$ cat config.mk
export PLATFORM = sky130hd
export DESIGN_NAME = xbf_outq
export DESIGN_NICKNAME = d
export VERILOG_FILES = /design/src/rtl/core/xbf_pkg.sv /design/src/rtl/core/xbf_outq.sv
export VERILOG_INCLUDE_DIRS = /design/src /design/src/rtl/core
export SDC_FILE = /design/constraint.sdc
export NUM_CORES = 1
export LEC_CHECK = 0
export BUFFER_PORTS_ARGS = -buffer_cell sky130_fd_sc_hd__buf_2
export CORE_MARGIN = 1
export CORE_UTILIZATION = 47
export DETAILED_ROUTE_END_ITERATION = 12
export PLACE_DENSITY = 0.79
export SLEW_MARGIN = 20
export SYNTH_ARGS = -nofsm -noshare
export SYNTH_HDL_FRONTEND = slang
export SYNTH_SLANG_ARGS = --single-unit
export TNS_END_PERCENT = 5
$ cat constraint.sdc
create_clock -name i_clk -period 3.2 [get_ports i_clk]
set_clock_uncertainty 0.2 [all_clocks]
set_input_delay 0.64 -clock i_clk [delete_from_list [all_inputs] [get_ports i_clk]]
set_output_delay 0.64 -clock i_clk [all_outputs]
set_load 0.03 [all_outputs]
$ cat src/rtl/core/cross_blur_filter_assert.svh
// Assertion shorthands shared by the filter RTL.
// Include guard keeps repeated includes harmless.
`ifndef CROSS_BLUR_FILTER_ASSERT_SVH
`define CROSS_BLUR_FILTER_ASSERT_SVH

// Check a consequence in the same cycle as its cause.
`define XBF_ASSERT_NOW(lbl, clk, rst_n, ante, cons, msg) \
    lbl: assert property (@(posedge clk) disable iff (!(rst_n)) (ante) |-> (cons)) \
        else $error(msg);

// Check a consequence in the cycle after its cause.
`define XBF_ASSERT_NEXT(lbl, clk, rst_n, ante, cons, msg) \
    lbl: assert property (@(posedge clk) disable iff (!(rst_n)) (ante) |=> (cons)) \
        else $error(msg);

`endif

$ cat src/rtl/core/xbf_pkg.sv
`timescale 1ns / 1ps
`default_nettype none

package xbf_pkg;

    localparam int XBF_MAX_WIDTH   = 1024;
    localparam int XBF_MAX_HEIGHT  = 1024;
    localparam int XBF_CFG_W       = 11;
    localparam int XBF_CFG_RESET   = 1024;
    localparam int XBF_PIX_W       = 8;
    localparam int XBF_POS_W       = 10;
    localparam int XBF_SUM_W       = 11;
    // floor(x / 5) == (x * 3277) >> 14 for every x up to 5 * 255
    localparam int XBF_RECIP       = 3277;
    localparam int XBF_RECIP_SHIFT = 14;
    localparam int XBF_PROD_W      = 23;

    typedef enum logic [0:0] {
        XBF_REG_WIDTH  = 1'b0,
        XBF_REG_HEIGHT = 1'b1
    } t_reg_index;

    typedef struct packed {
        logic single;
        logic has_a;
        logic has_b;
        logic interior;
        logic last_col;
    } t_flags;

    typedef struct packed {
        logic [XBF_PIX_W-1:0] pixel;
        logic [XBF_POS_W-1:0] row;
        logic [XBF_POS_W-1:0] col;
        logic                 frame_end;
    } t_result;

    typedef struct packed {
        logic    any;
        logic    more;
        t_result first;
        t_result second;
    } t_pair;

endpackage

`default_nettype wire

$ cat src/rtl/core/xbf_outq.sv
`timescale 1ns / 1ps
`default_nettype none

`include "cross_blur_filter_assert.svh"

// Two-entry result queue: one beat in may carry two results out.
module xbf_outq
    import xbf_pkg::*;
(
    input  logic    i_clk,
    input  logic    i_rst_n,
    input  logic    i_valid,
    output logic    o_ready,
    input  t_pair   i_pair,
    output logic    o_valid,
    input  logic    i_ready,
    output t_result o_result
);

    logic    r_valid;
    logic    r_more;
    t_result r_cur;
    t_result r_nxt;
    logic    n_valid;
    logic    n_more;
    logic    out_fire;
    logic    load;

    assign out_fire = r_valid && i_ready;
    // take a new beat only once the last result of the held one leaves
    assign o_ready  = !r_valid || (out_fire && !r_more);
    // beats without results are consumed and dropped
    assign load     = i_valid && o_ready && i_pair.any;
    assign o_valid  = r_valid;
    assign o_result = r_cur;

    always_comb begin
        n_valid = r_valid;
        n_more  = r_more;
        if (load) begin
            n_valid = 1'b1;
            n_more  = i_pair.more;
        end else if (out_fire) begin
            if (r_more) begin
                n_more = 1'b0;
            end else begin
                n_valid = 1'b0;
            end
        end
    end

    always_ff @(posedge i_clk) begin
        if (!i_rst_n) begin
            r_valid <= 1'b0;
            r_more  <= 1'b0;
        end else begin
            r_valid <= n_valid;
            r_more  <= n_more;
        end
    end

    always_ff @(posedge i_clk) begin
        if (load) begin
            r_cur <= i_pair.first;
            r_nxt <= i_pair.second;
        end else if (out_fire && r_more) begin
            r_cur <= r_nxt;
        end
    end

    `XBF_ASSERT_NOW(a_more_needs_valid, i_clk, i_rst_n, r_more, r_valid, "second result pending without a held beat")
    `XBF_ASSERT_NEXT(a_second_follows, i_clk, i_rst_n, out_fire && r_more, r_valid && !r_more, "second result of a pair not shown next")
    `XBF_ASSERT_NEXT(a_pair_loaded, i_clk, i_rst_n, load && i_pair.more, r_valid && r_more, "pair beat lost its second result")

endmodule

`default_nettype wire
==> summary.md <==
| Metric | Value |
|---|---|
| Failing checks | DRC |
| Final ANT Viol Nets | 0 |
| Max Fclk | 0.506 GHz |
| Worst-skew pair later-pin latency | 0.32 ns |
| RSZ-0062 raised after global routing | no |
| Via count | 1,277 |
| Syn Nets | 170 |
| DR iter-0 viols | 68 |
| Post-synthesis mux area share | 14.6% |
| Crit start category | input port |
| Yosys warns | 0 |
| Clock share of power | 36.0% |
| Worst-path clk slew | 0.06 ns |
| Critical path peak fanout | 3 |
| # nets final | 274 |
| Sw Share | 21.4% |
| Root Driver | clkbuf_8 |
| Period Utilization, post-route | 61.7% |
| WL per Instance | 14.1 um |
| Worst path required time | 2.36 ns |
| Cts hold-fix bufs | 0 |
| Row count | 24 |
| CTS resizes | 0 |
| Crit end category | output port |
| Final hold viol count | 0 |
| P_leak | 1.17 nW |
| I/O pin count | 95 |
| Seq pwr share | 53.9% |
| CTS tree | built |
| Area Growth Syn to Fin | 32.0% |
| Largest family of logic cells by synthesized area | multiplexers |
| Final WL | 3770 um |
| Total track usage | 16.6% |
| PwrDens | 577 nW/um2 |
| Net Switching | 0.000366 W |
| Fillcell total | 312 |
| Post-layout min period | 1.98 ns |
| Final Max Slew Viols | 0 |
| Internal power | 0.00134 W |
| Initial Utilization | 50.1% |
| Synth Area in Adders | 0% |
| Combinational share of power | 10.1% |
| Storage cell area | 1780 um2 |
| Clock Path Buffers | 2 |
| Antenna diode count | 0 |
| Total number of H-tree levels | 3 |
| Simple-gate area share of the yosys netlist | 1.62% |
| Mean post-synth cell area | 21.2 um2 |
| Post-synthesis cell count | 106 |
| TNS Setup | 0 ns |
| DP Wirelength | 2540 um |
| Die Wd | 71.1 um |
| Worst path arrival time | 1.14 ns |
| Fraction of layout instances using a drive strength above 1 | 64.7% |
| Outcome | finished, violations left |
| CORE AREA | 4470 um2 |
| RePlAce Congestion | 0.858 |
| Cts bufs inserted | 9 |
| Largest net degree at the start of global routing | 59 |
| Max VDD drop | 317 uV |
| Synth cell types | 15 |
| Slew headroom | 74.0% |
| Max cap viols | 0 |
| DRT Pass-1 Iters | 8 |
| TritonCTS Sinks | 60 |
| First-pass GRT wire length | 5980 um |
| Worst Hold Class | input port to flop |
| DRC errors left | 5 |
| Seq/Total Area, Yosys | 79.5% |
| Total Die Area | 5050 um2 |
| DR vias/cell | 4.78 |
| Post-route cell area | 2960 um2 |
| Area after DPL | 2780 um2 |
| Initial antenna violation count | 0 |
| Die Y | 71.1 um |
| Crit Path Class | input port to output port |
| Port Buffer Count | 94 |
| Grt ovf | 0 |
| Final setup violation count | 0 |
| Setup repair bufs after CTS | 0 |
| Mapped cell area | 2240 um2 |
| Synth Area in Compound Gates | 2.68% |
| Synth Area in XOR/XNOR | 0% |
| Vias in the first global route | 1,320 |
| Multi-input logic area | 434 um2 |
| Slew @ Worst Pin | 0.390 ns |
| Synth Register Bits | 60 |
power by group through the flow:
stage	combinational, W	clock (W)	sequential [W]
after global routing	0.000186	0.000665	0.000924
after global placement	0.000170	0	0.000936
after detailed placement	0.000174	0	0.000937
final	0.000172	0.000615	0.000920
after CTS	0.000174	0.000635	0.000921
after floorplan	0.0000608	0	0.000980
worst max-delay path, stage by stage:
cell      delay, ns
buf_2          0.12
nand2b_4       0.08
nand2_1        0.09
buf_2          0.20
worst paths after layout:
path         startpoint            to  slack, ns  cells after the start
min reg2reg   r_nxt[17]  o_result[17]       0.34                      1
min          i_pair[12]     r_nxt[12]       0.29                      1
max             i_ready       o_ready       1.22                      4
max reg2reg      r_more  o_result[21]       1.40                      4
routing by layer:
layer  GRT usage [%]  routed length [um]  vias to the layer above
li1                -                   -                      627
met3            5.70                 301                        7
met5               0                   0                        -
met2            25.3                1880                       56
met1            19.7                1510                      587
met4            12.0                  77                        0
sequential cells by signal, summed over array words and instances, names as in the netlist:
register  flops
o_valid       1
o_result     29
r_more        1
r_nxt        29
kinds of logic after synthesis:
logic type	after synthesis
AND/OR/NAND/NOR	6
buffers and inverters	4
multiplexers	29
flip-flops	60
AO/OA/AOI/OAI	7
cell type report:
class,count,area share [%]
clock buffer,13,4.69
clock inverter,3,1.27
inverter,1,0.127
multi-input combinational,42,14.7
sequential,60,60.2
tap,52,2.20
timing repair buffer,96,16.8
cell usage in the layout, fill, tap and decap left out, drive strengths merged:
master  instances
o21a            1
edfxtp         58
clkbuf         13
mux2           29
o32ai           1
nor2b           1
inv             1
a21bo           1
dfxtp           2
nand2           3
nand3           1
a21boi          1
buf            96
bufinv          1
clkinv          2
a21oi           3
nand2b          1
cells in the mapped netlist:
cell | number | share of area (%)
a21boi_0 | 1 | 0.33
a21oi_4 | 1 | 0.73
nand2b_4 | 1 | 0.61
nand2_1 | 3 | 0.50
a21oi_1 | 2 | 0.45
nand3_1 | 1 | 0.22
inv_1 | 1 | 0.17
mux2_2 | 29 | 15
o21a_1 | 1 | 0.33
o32ai_1 | 1 | 0.39
buf_6 | 3 | 1.5
edfxtp_1 | 58 | 78
dfxtp_1 | 2 | 1.8
nor2b_1 | 1 | 0.28
a21bo_2 | 1 | 0.45
stage by stage:
step                      util [%]  std cells  hold WS (ns)  power [W]  setup slack (ns)
final                         66.1        267         0.292    0.00171              1.22
after global routing          66.1        267         0.274    0.00177              1.18
after CTS                     66.1        267         0.277    0.00173              1.23
after detailed placement      62.2        251         0.334    0.00111             0.949
after global placement        62.2        251         0.328    0.00111             0.996
after floorplan                  -        106         0.325    0.00104             0.370
(Power assumes the default switching activity.)
