<file path="config.mk">
export PLATFORM = sky130hd
export DESIGN_NAME = xbf_cell
export DESIGN_NICKNAME = d
export VERILOG_FILES = /design/src/rtl/core/cross_blur_filter_assert.svh /design/src/rtl/core/xbf_cell.sv
export SDC_FILE = /design/constraint.sdc
export NUM_CORES = 1
export LEC_CHECK = 0
export ABC_AREA = 1
export BUFFER_PORTS_ARGS = -buffer_cell sky130_fd_sc_hd__clkbuf_2
export CAP_MARGIN = 10
export CORE_AREA = 5 5 42 44
export DETAILED_ROUTE_END_ITERATION = 7
export DIE_AREA = 0 0 47 49
export GPL_TIMING_DRIVEN = 0
export HOLD_SLACK_MARGIN = 0.06
export PLACE_DENSITY = 0.59
export SYNTH_ARGS = -nofsm -noshare
export SYNTH_HDL_FRONTEND = slang
export SYNTH_SLANG_ARGS = --single-unit
</file>
<file path="constraint.sdc">
create_clock -name i_clk -period 2.4 [get_ports i_clk]
set_input_delay 0.24 -clock i_clk [delete_from_list [all_inputs] [get_ports i_clk]]
set_output_delay 0.24 -clock i_clk [all_outputs]
set_load 0.05 [all_outputs]
</file>
<file path="src/rtl/core/cross_blur_filter_assert.svh">
// Assertion shorthands shared by the filter RTL.
// Include guard keeps repeated includes harmless.
`ifndef CROSS_BLUR_FILTER_ASSERT_SVH
`define CROSS_BLUR_FILTER_ASSERT_SVH

// Check a consequence in the same cycle as its cause.
`define XBF_ASSERT_NOW(lbl, clk, rst_n, ante, cons, msg) \
    lbl: assert property (@(posedge clk) disable iff (!(rst_n)) (ante) |-> (cons)) \
        else $error(msg);

// Check a consequence in the cycle after its cause.
`define XBF_ASSERT_NEXT(lbl, clk, rst_n, ante, cons, msg) \
    lbl: assert property (@(posedge clk) disable iff (!(rst_n)) (ante) |=> (cons)) \
        else $error(msg);

`endif

</file>
<file path="src/rtl/core/xbf_cell.sv">
`timescale 1ns / 1ps
`default_nettype none

// One elastic pipeline cell: hold a beat, hand it on when the neighbor takes it.
module xbf_cell #(
    parameter int DW = 8
) (
    input  logic          i_clk,
    input  logic          i_rst_n,
    input  logic          i_valid,
    output logic          o_ready,
    input  logic [DW-1:0] i_data,
    output logic          o_valid,
    input  logic          i_ready,
    output logic [DW-1:0] o_data
);

    logic          r_valid;
    logic [DW-1:0] r_data;
    logic          n_valid;

    assign o_ready = !r_valid || i_ready;
    assign o_valid = r_valid;
    assign o_data  = r_data;

    always_comb begin
        n_valid = r_valid;
        if (o_ready) begin
            n_valid = i_valid;
        end
    end

    always_ff @(posedge i_clk) begin
        if (!i_rst_n) begin
            r_valid <= 1'b0;
        end else begin
            r_valid <= n_valid;
        end
    end

    always_ff @(posedge i_clk) begin
        if (i_valid && o_ready) begin
            r_data <= i_data;
        end
    end

endmodule

`default_nettype wire

</file>
==> results of run 1 <==
stage by stage:
stage,total power (W),utilization (%),worst slack [ns],hold WS (ns)
after floorplan,0.0002283,-,1.002,0.3389
after global placement,0.0002468,29.73,1.071,0.4172
after detailed placement,0.0002477,29.73,1.040,0.4186
after CTS,0.0003637,31.61,1.049,0.1488
after global routing,0.0003747,31.61,1.005,0.1445
final,0.0003557,31.61,1.109,0.1582
path summary, 6_finish.rpt:
check | to | slack, ns | depth (start not counted)
setup / recovery | o_data[0] | 1.11 | 1
hold / removal | o_data[5] | 0.16 | 1
setup reg to reg | o_data[0] | 1.11 | 1
hold reg to reg | o_valid | 0.50 | 2
power groups by stage:
| stage | clock network, W | registers [W] | logic, W |
|---|---|---|---|
| CTS | 0.000119 | 0.000185 | 0.0000597 |
| global route | 0.000128 | 0.000185 | 0.0000615 |
| detailed placement | 0 | 0.000188 | 0.0000597 |
| floorplan | 0 | 0.000219 | 0.00000888 |
| global placement | 0 | 0.000188 | 0.0000589 |
| finish | 0.000113 | 0.000185 | 0.0000587 |
placed cells by master, fill, tap and decap left out:
cell type   n
a21oi_1     1
a21oi_2     1
clkbuf_1    1
clkbuf_2   21
clkbuf_4    3
dfxtp_1     1
edfxtp_1    8
inv_1       2
inv_2       1
nand2_2     1
flip-flops by register name, indices dropped and copies added (netlist names):
register,count
o_data,8
o_valid,1
logic make-up (layout without fill, tap and decap cells):
group                  after synthesis  in the layout  synth area share, %
flip-flops                           9              9                89.27
buffers and inverters                3             28                3.862
AO/OA/AOI/OAI                        2              2                4.720
AND/OR/NAND/NOR                      1              1                2.147
final cells by class:
cell class                 count  share of cell area (%)
sequential                     9                   58.76
tap                           16                   4.520
clock buffer                   4                   5.932
multi-input combinational      3                   4.520
inverter                       3                   2.542
timing repair buffer          21                   23.73
cell usage after synthesis, drive strengths merged:
library cell / n
a21oi: 2
dfxtp: 1
edfxtp: 8
inv: 3
nand2: 1
per-layer routing:
metal | wire [um] | part of all wire (%) | vias to the layer above | GRT usage (%)
li1 | - | - | 101 | -
met1 | 286 | 48 | 84 | 7.780
met2 | 196 | 33 | 20 | 5.430
met3 | 114 | 19 | 0 | 3.690
met4 | 0 | 0 | 0 | 4.147
met5 | 0 | 0 | - | 0
==> results.py, run 1 <==
metrics = {
    "status": {
        "outcome": "finished clean",
    },
    "worst_setup_path": {
        "critPathRequiredTime_ns": 2.28,
        "path_delay_family": "compound AO/OA/AOI/OAI gates",
        "startpoint": "o_valid",
        "start_kind": "register",
        "cp_cell_sequence": "a21oi_1",
        "critical-path-max-stage-delay_ns": 0.59,
        "cp_max_fo": 8,
        "cpMaxStageDelayCell": "a21oi_1",
        "critical_path_class": "reg -> reg",
        "crit_buf_inv": 0,
        "r2r-start": "o_valid",
        "end_kind": "register",
        "worstPathArrival_ns": 1.18,
    },
    "floorplan": {
        "io_pins": 22,
        "die_w_um": 47,
        "start_util_pct": 20.80,
        "die_area_um2": 2303,
        "core_area_um2": 1401,
        "die_y_um": 49,
        "num_rows": 14,
    },
    "route": {
        "firstDrtPassIters": 2,
        "ant_nets": 0,
        "drtIter0Drc": 7,
        "drc_errors": 0,
        "drt_wl_total_um": 597,
        "wire_per_inst_um": 10.66,
        "avgViaCountPerCell": 3.661,
        "vias": 205,
    },
    "global_route": {
        "grt_pass1_wl_um": 828,
        "grt_max_degree": 9,
        "globalRouteOverflowTotal": 0,
        "antenna_found_initial": 0,
        "grt_pass1_vias": 208,
        "grtUsageTotal_pct": 5.492,
    },
    "timing": {
        "rsz0062_at_grt": "false",
        "finalSetupTns_ns": 0,
        "tightest_slew_ns": 0.7188,
        "fin_crit_sh_pct": 53.81,
        "period_minus_slack_ns": 1.291,
        "clock_skew_ns": 0.003087,
        "max_slew_margin_pct": 52.08,
        "setup_viol": 0,
        "fmax_mhz": 774.3,
        "hold_viol": 0,
        "maxSlewViolCount": 0,
    },
    "synthesis": {
        "synth_warnings": 0,
        "syn-cell-area_um2": 291.5,
        "seq_area_frac_synth_pct": 89.27,
        "ys_top_cells_by_area": "edfxtp_1 (82%), dfxtp_1 (6.9%), a21oi_2 (3.0%)",
        "synth-seq-cells": 9,
        "synth_fp_nets": 27,
        "synthCells": 15,
        "ys_types": 7,
        "postSynthAreaPerCell_um2": 19.44,
        "synth_top_area_share_pct": 82.40,
        "synth_top_cell_by_area": "edfxtp_1",
    },
    "clock_tree": {
        "cts_tree": "built",
        "clkLatencyLatePin_ns": 0.25,
        "clock_sinks": 9,
        "htreeDepth": 1,
        "cts_made_buffers": 3,
        "cts_repair_resize_count": 0,
        "cts_max_path_buffers": 2,
        "cts_hold_buffers": 0,
        "cts_root_buf": "clkbuf_4",
        "clk_pin_slew_ns": 0.06,
        "postCtsSetupBuffers": 0,
    },
    "worst_hold_path": {
        "hp-start": "i_data[5]",
        "hp-class": "in -> reg",
    },
    "final_layout": {
        "multi_input_area_um2": 20.02,
        "antenna_cells": 0,
        "final-seq-area_um2": 260.3,
        "finalNonFillerCells": 56,
        "final.fill_count": 159,
        "syn2layout_area_growth_pct": 51.93,
        "drive_gt1_share_pct": 67.50,
        "fin_nets": 53,
        "finish.instance_area_um2": 442.9,
    },
    "placed_design": {
        "place_area_um2": 416.7,
        "dp_cells": 52,
        "place_congestion": 0.5791,
        "port-buffer-count": 21,
    },
    "power": {
        "internal_power_w": 0.0002591,
        "pwr-share-comb_pct": 16.5,
        "ir_worst_vdd_mv": 0.2421,
        "p_sw_share_pct": 27.17,
        "p_sw_w": 0.00009664,
        "p_seq_share_pct": 51.9,
        "pwr-share-clk_pct": 31.6,
        "power_leakage_nw": 0.2079,
        "power_density_nw_per_um2": 803.2,
    },
    "run": {
        "drv_cap": 0,
    },
}
(Power assumes the default switching activity.)
==> run 2, diff against run 1 <==
==> constraint.sdc (replaced) <==
create_clock -name i_clk -period 1.3 [get_ports i_clk]
set_input_delay 0.13 -clock i_clk [delete_from_list [all_inputs] [get_ports i_clk]]
set_output_delay 0.13 -clock i_clk [all_outputs]
set_load 0.05 [all_outputs]
==> run 2 against run 1 <==
Sequential power increased by 84%. First-iteration DRC count decreased by 100%. Cell area increased by 19%. Critical path type is now reg -> out. Clock-buffer cell count unchanged. Cell count increased by 14%. Worst setup slack got worse by 0.89 ns. Via count increased by 13%. Largest power group unchanged. Sequential cell count unchanged. Clock skew about the same. Critical path depth increased by 1. Total power increased by 89%. Combinational power increased by 120%.
==> results.py, run 2 (synthesis results as in run 1) <==
metrics = {
    "global_route": {
        "grt_max_degree": 9,
        "antenna_found_initial": 0,
        "grtUsageTotal_pct": 5.857,
        "grt_pass1_wl_um": 979,
        "grt_pass1_vias": 241,
        "globalRouteOverflowTotal": 0,
    },
    "worst_hold_path": {
        "hold_path_depth": 3,
        "hp-class": "in -> reg",
        "hp-start": "i_rst_n",
    },
    "final_layout": {
        "fin_nets": 61,
        "layout_common_cells": "clkbuf_2 (21), dlygate4sd3_1 (8), edfxtp_1 (8)",
        "antenna_cells": 0,
        "layout_commonest_cell": "clkbuf_2",
        "syn2layout_area_growth_pct": 80.69,
        "drive_gt1_share_pct": 58.33,
        "largest_reg_flops": 8,
    },
    "route": {
        "firstDrtPassIters": 1,
        "vias": 232,
        "drtIter0Drc": 0,
        "avgViaCountPerCell": 3.625,
        "wire_per_inst_um": 9.469,
        "drc_errors": 0,
        "ant_nets": 0,
        "drt_wl_total_um": 606,
    },
    "clock_tree": {
        "cts_made_buffers": 3,
        "postCtsSetupBuffers": 0,
        "clock_sinks": 9,
        "htreeDepth": 1,
        "cts_tree": "built",
        "cts_root_buf": "clkbuf_4",
        "clk_pin_slew_ns": 0.06,
        "cts_max_path_buffers": 2,
        "clkLatencyLatePin_ns": 0.25,
    },
    "timing": {
        "period_minus_slack_ns": 1.080,
        "fmax_mhz": 925.8,
        "rsz0062_at_grt": "false",
        "tightest_slew_ns": 0.4333,
        "setup_viol": 0,
        "maxSlewViolCount": 0,
        "clock_skew_ns": 0.003043,
        "finalSetupTns_ns": 0,
        "fin_crit_sh_pct": 83.09,
        "max_slew_margin_pct": 71.11,
        "hold_viol": 0,
        "holdWs_ns": 0.08332,
    },
    "floorplan": {
        "die_y_um": 49,
        "start_util_pct": 20.80,
        "die_area_um2": 2303,
        "num_rows": 14,
        "core_area_um2": 1401,
        "io_pins": 22,
        "die_w_um": 47,
    },
    "worst_setup_path": {
        "critical_path_class": "reg -> out",
        "critPathRequiredTime_ns": 1.17,
        "end_kind": "output port",
        "reg2reg_depth": 1,
        "start_kind": "register",
        "startpoint": "o_valid",
        "worstPathArrival_ns": 0.95,
        "rrSetupSlack_ns": 0.23,
        "cp_max_fo": 3,
        "r2r-start": "o_valid",
    },
    "status": {
        "outcome": "finished clean",
    },
    "placed_design": {
        "place_congestion": 0.6096,
        "port-buffer-count": 21,
        "dpl.hpwl_um": 482.9,
    },
    "power": {
        "pwr-share-comb_pct": 19.1,
        "pwr-share-clk_pct": 30.3,
        "p_sw_share_pct": 26.55,
        "ir_worst_vdd_mv": 0.4861,
        "power_leakage_nw": 0.2414,
        "p_sw_w": 0.0001785,
        "p_seq_share_pct": 50.7,
        "internal_power_w": 0.0004940,
        "power_density_nw_per_um2": 1277,
    },
    "run": {
        "drv_cap": 0,
    },
}
[run 2: cell count changes in the layout (fill, tap and decap cells not counted), sizes merged]
cell,before,now
dlygate4sd3,0,8
[run 2: layer usage]
metal	up-vias	global-route usage, %	wire, um
li1	120	-	-
met1	92	7.586	278
met2	20	7.466	201
met3	0	4.797	126
met4	0	1.382	0
met5	-	0	0
[run 2: final timing paths]
kind                                   to
worst min-delay path              o_valid
worst max register to register  o_data[2]
worst min register to register    o_valid
worst max-delay path              o_ready
[run 2: power groups by stage]
stage | logic (W) | clock network, W | registers, W
floorplan | 0.0000175 | 0 | 0.000405
global placement | 0.000110 | 0 | 0.000347
detailed placement | 0.000111 | 0 | 0.000347
CTS | 0.000127 | 0.000212 | 0.000341
global route | 0.000136 | 0.000230 | 0.000342
finish | 0.000128 | 0.000203 | 0.000341
[run 2: metrics by stage]
| stage | util [%] | power (W) | instance area [um2] | setup WS, ns | cells |
|---|---|---|---|---|---|
| detailed placement | 30.00 | 0.0004576 | 420.4 | 0.2313 | 52 |
| floorplan | - | 0.0004228 | 295.3 | 0.08629 | 15 |
| finish | 37.59 | 0.0006725 | 526.8 | 0.2198 | 64 |
| global route | 37.59 | 0.0007084 | 526.8 | 0.1681 | 64 |
| global placement | 30.00 | 0.0004566 | 420.4 | 0.2278 | 52 |
| CTS | 36.88 | 0.0006798 | 516.7 | 0.2093 | 63 |
[run 2: timing repair]
item | CTS | global route
gates resized for setup | 0 | 0
endpoints found under the hold margin | 7 | 1
hold buffers | 7 | 1
[run 2: area by class of cell]
class	count	area [um2]
Sequential cell	9	260.3
Fill cell	146	874.6
Clock buffer	4	26.28
Multi-Input combinational cell	3	23.77
Timing Repair Buffer	29	185.2
Inverter	3	11.26
Tap cell	16	20.02
[run 2: critical path, stage by stage, from the launching register on]
cell and delay [ns]:
dfxtp_1 0.34, nand2_2 0.09, clkbuf_2 0.28
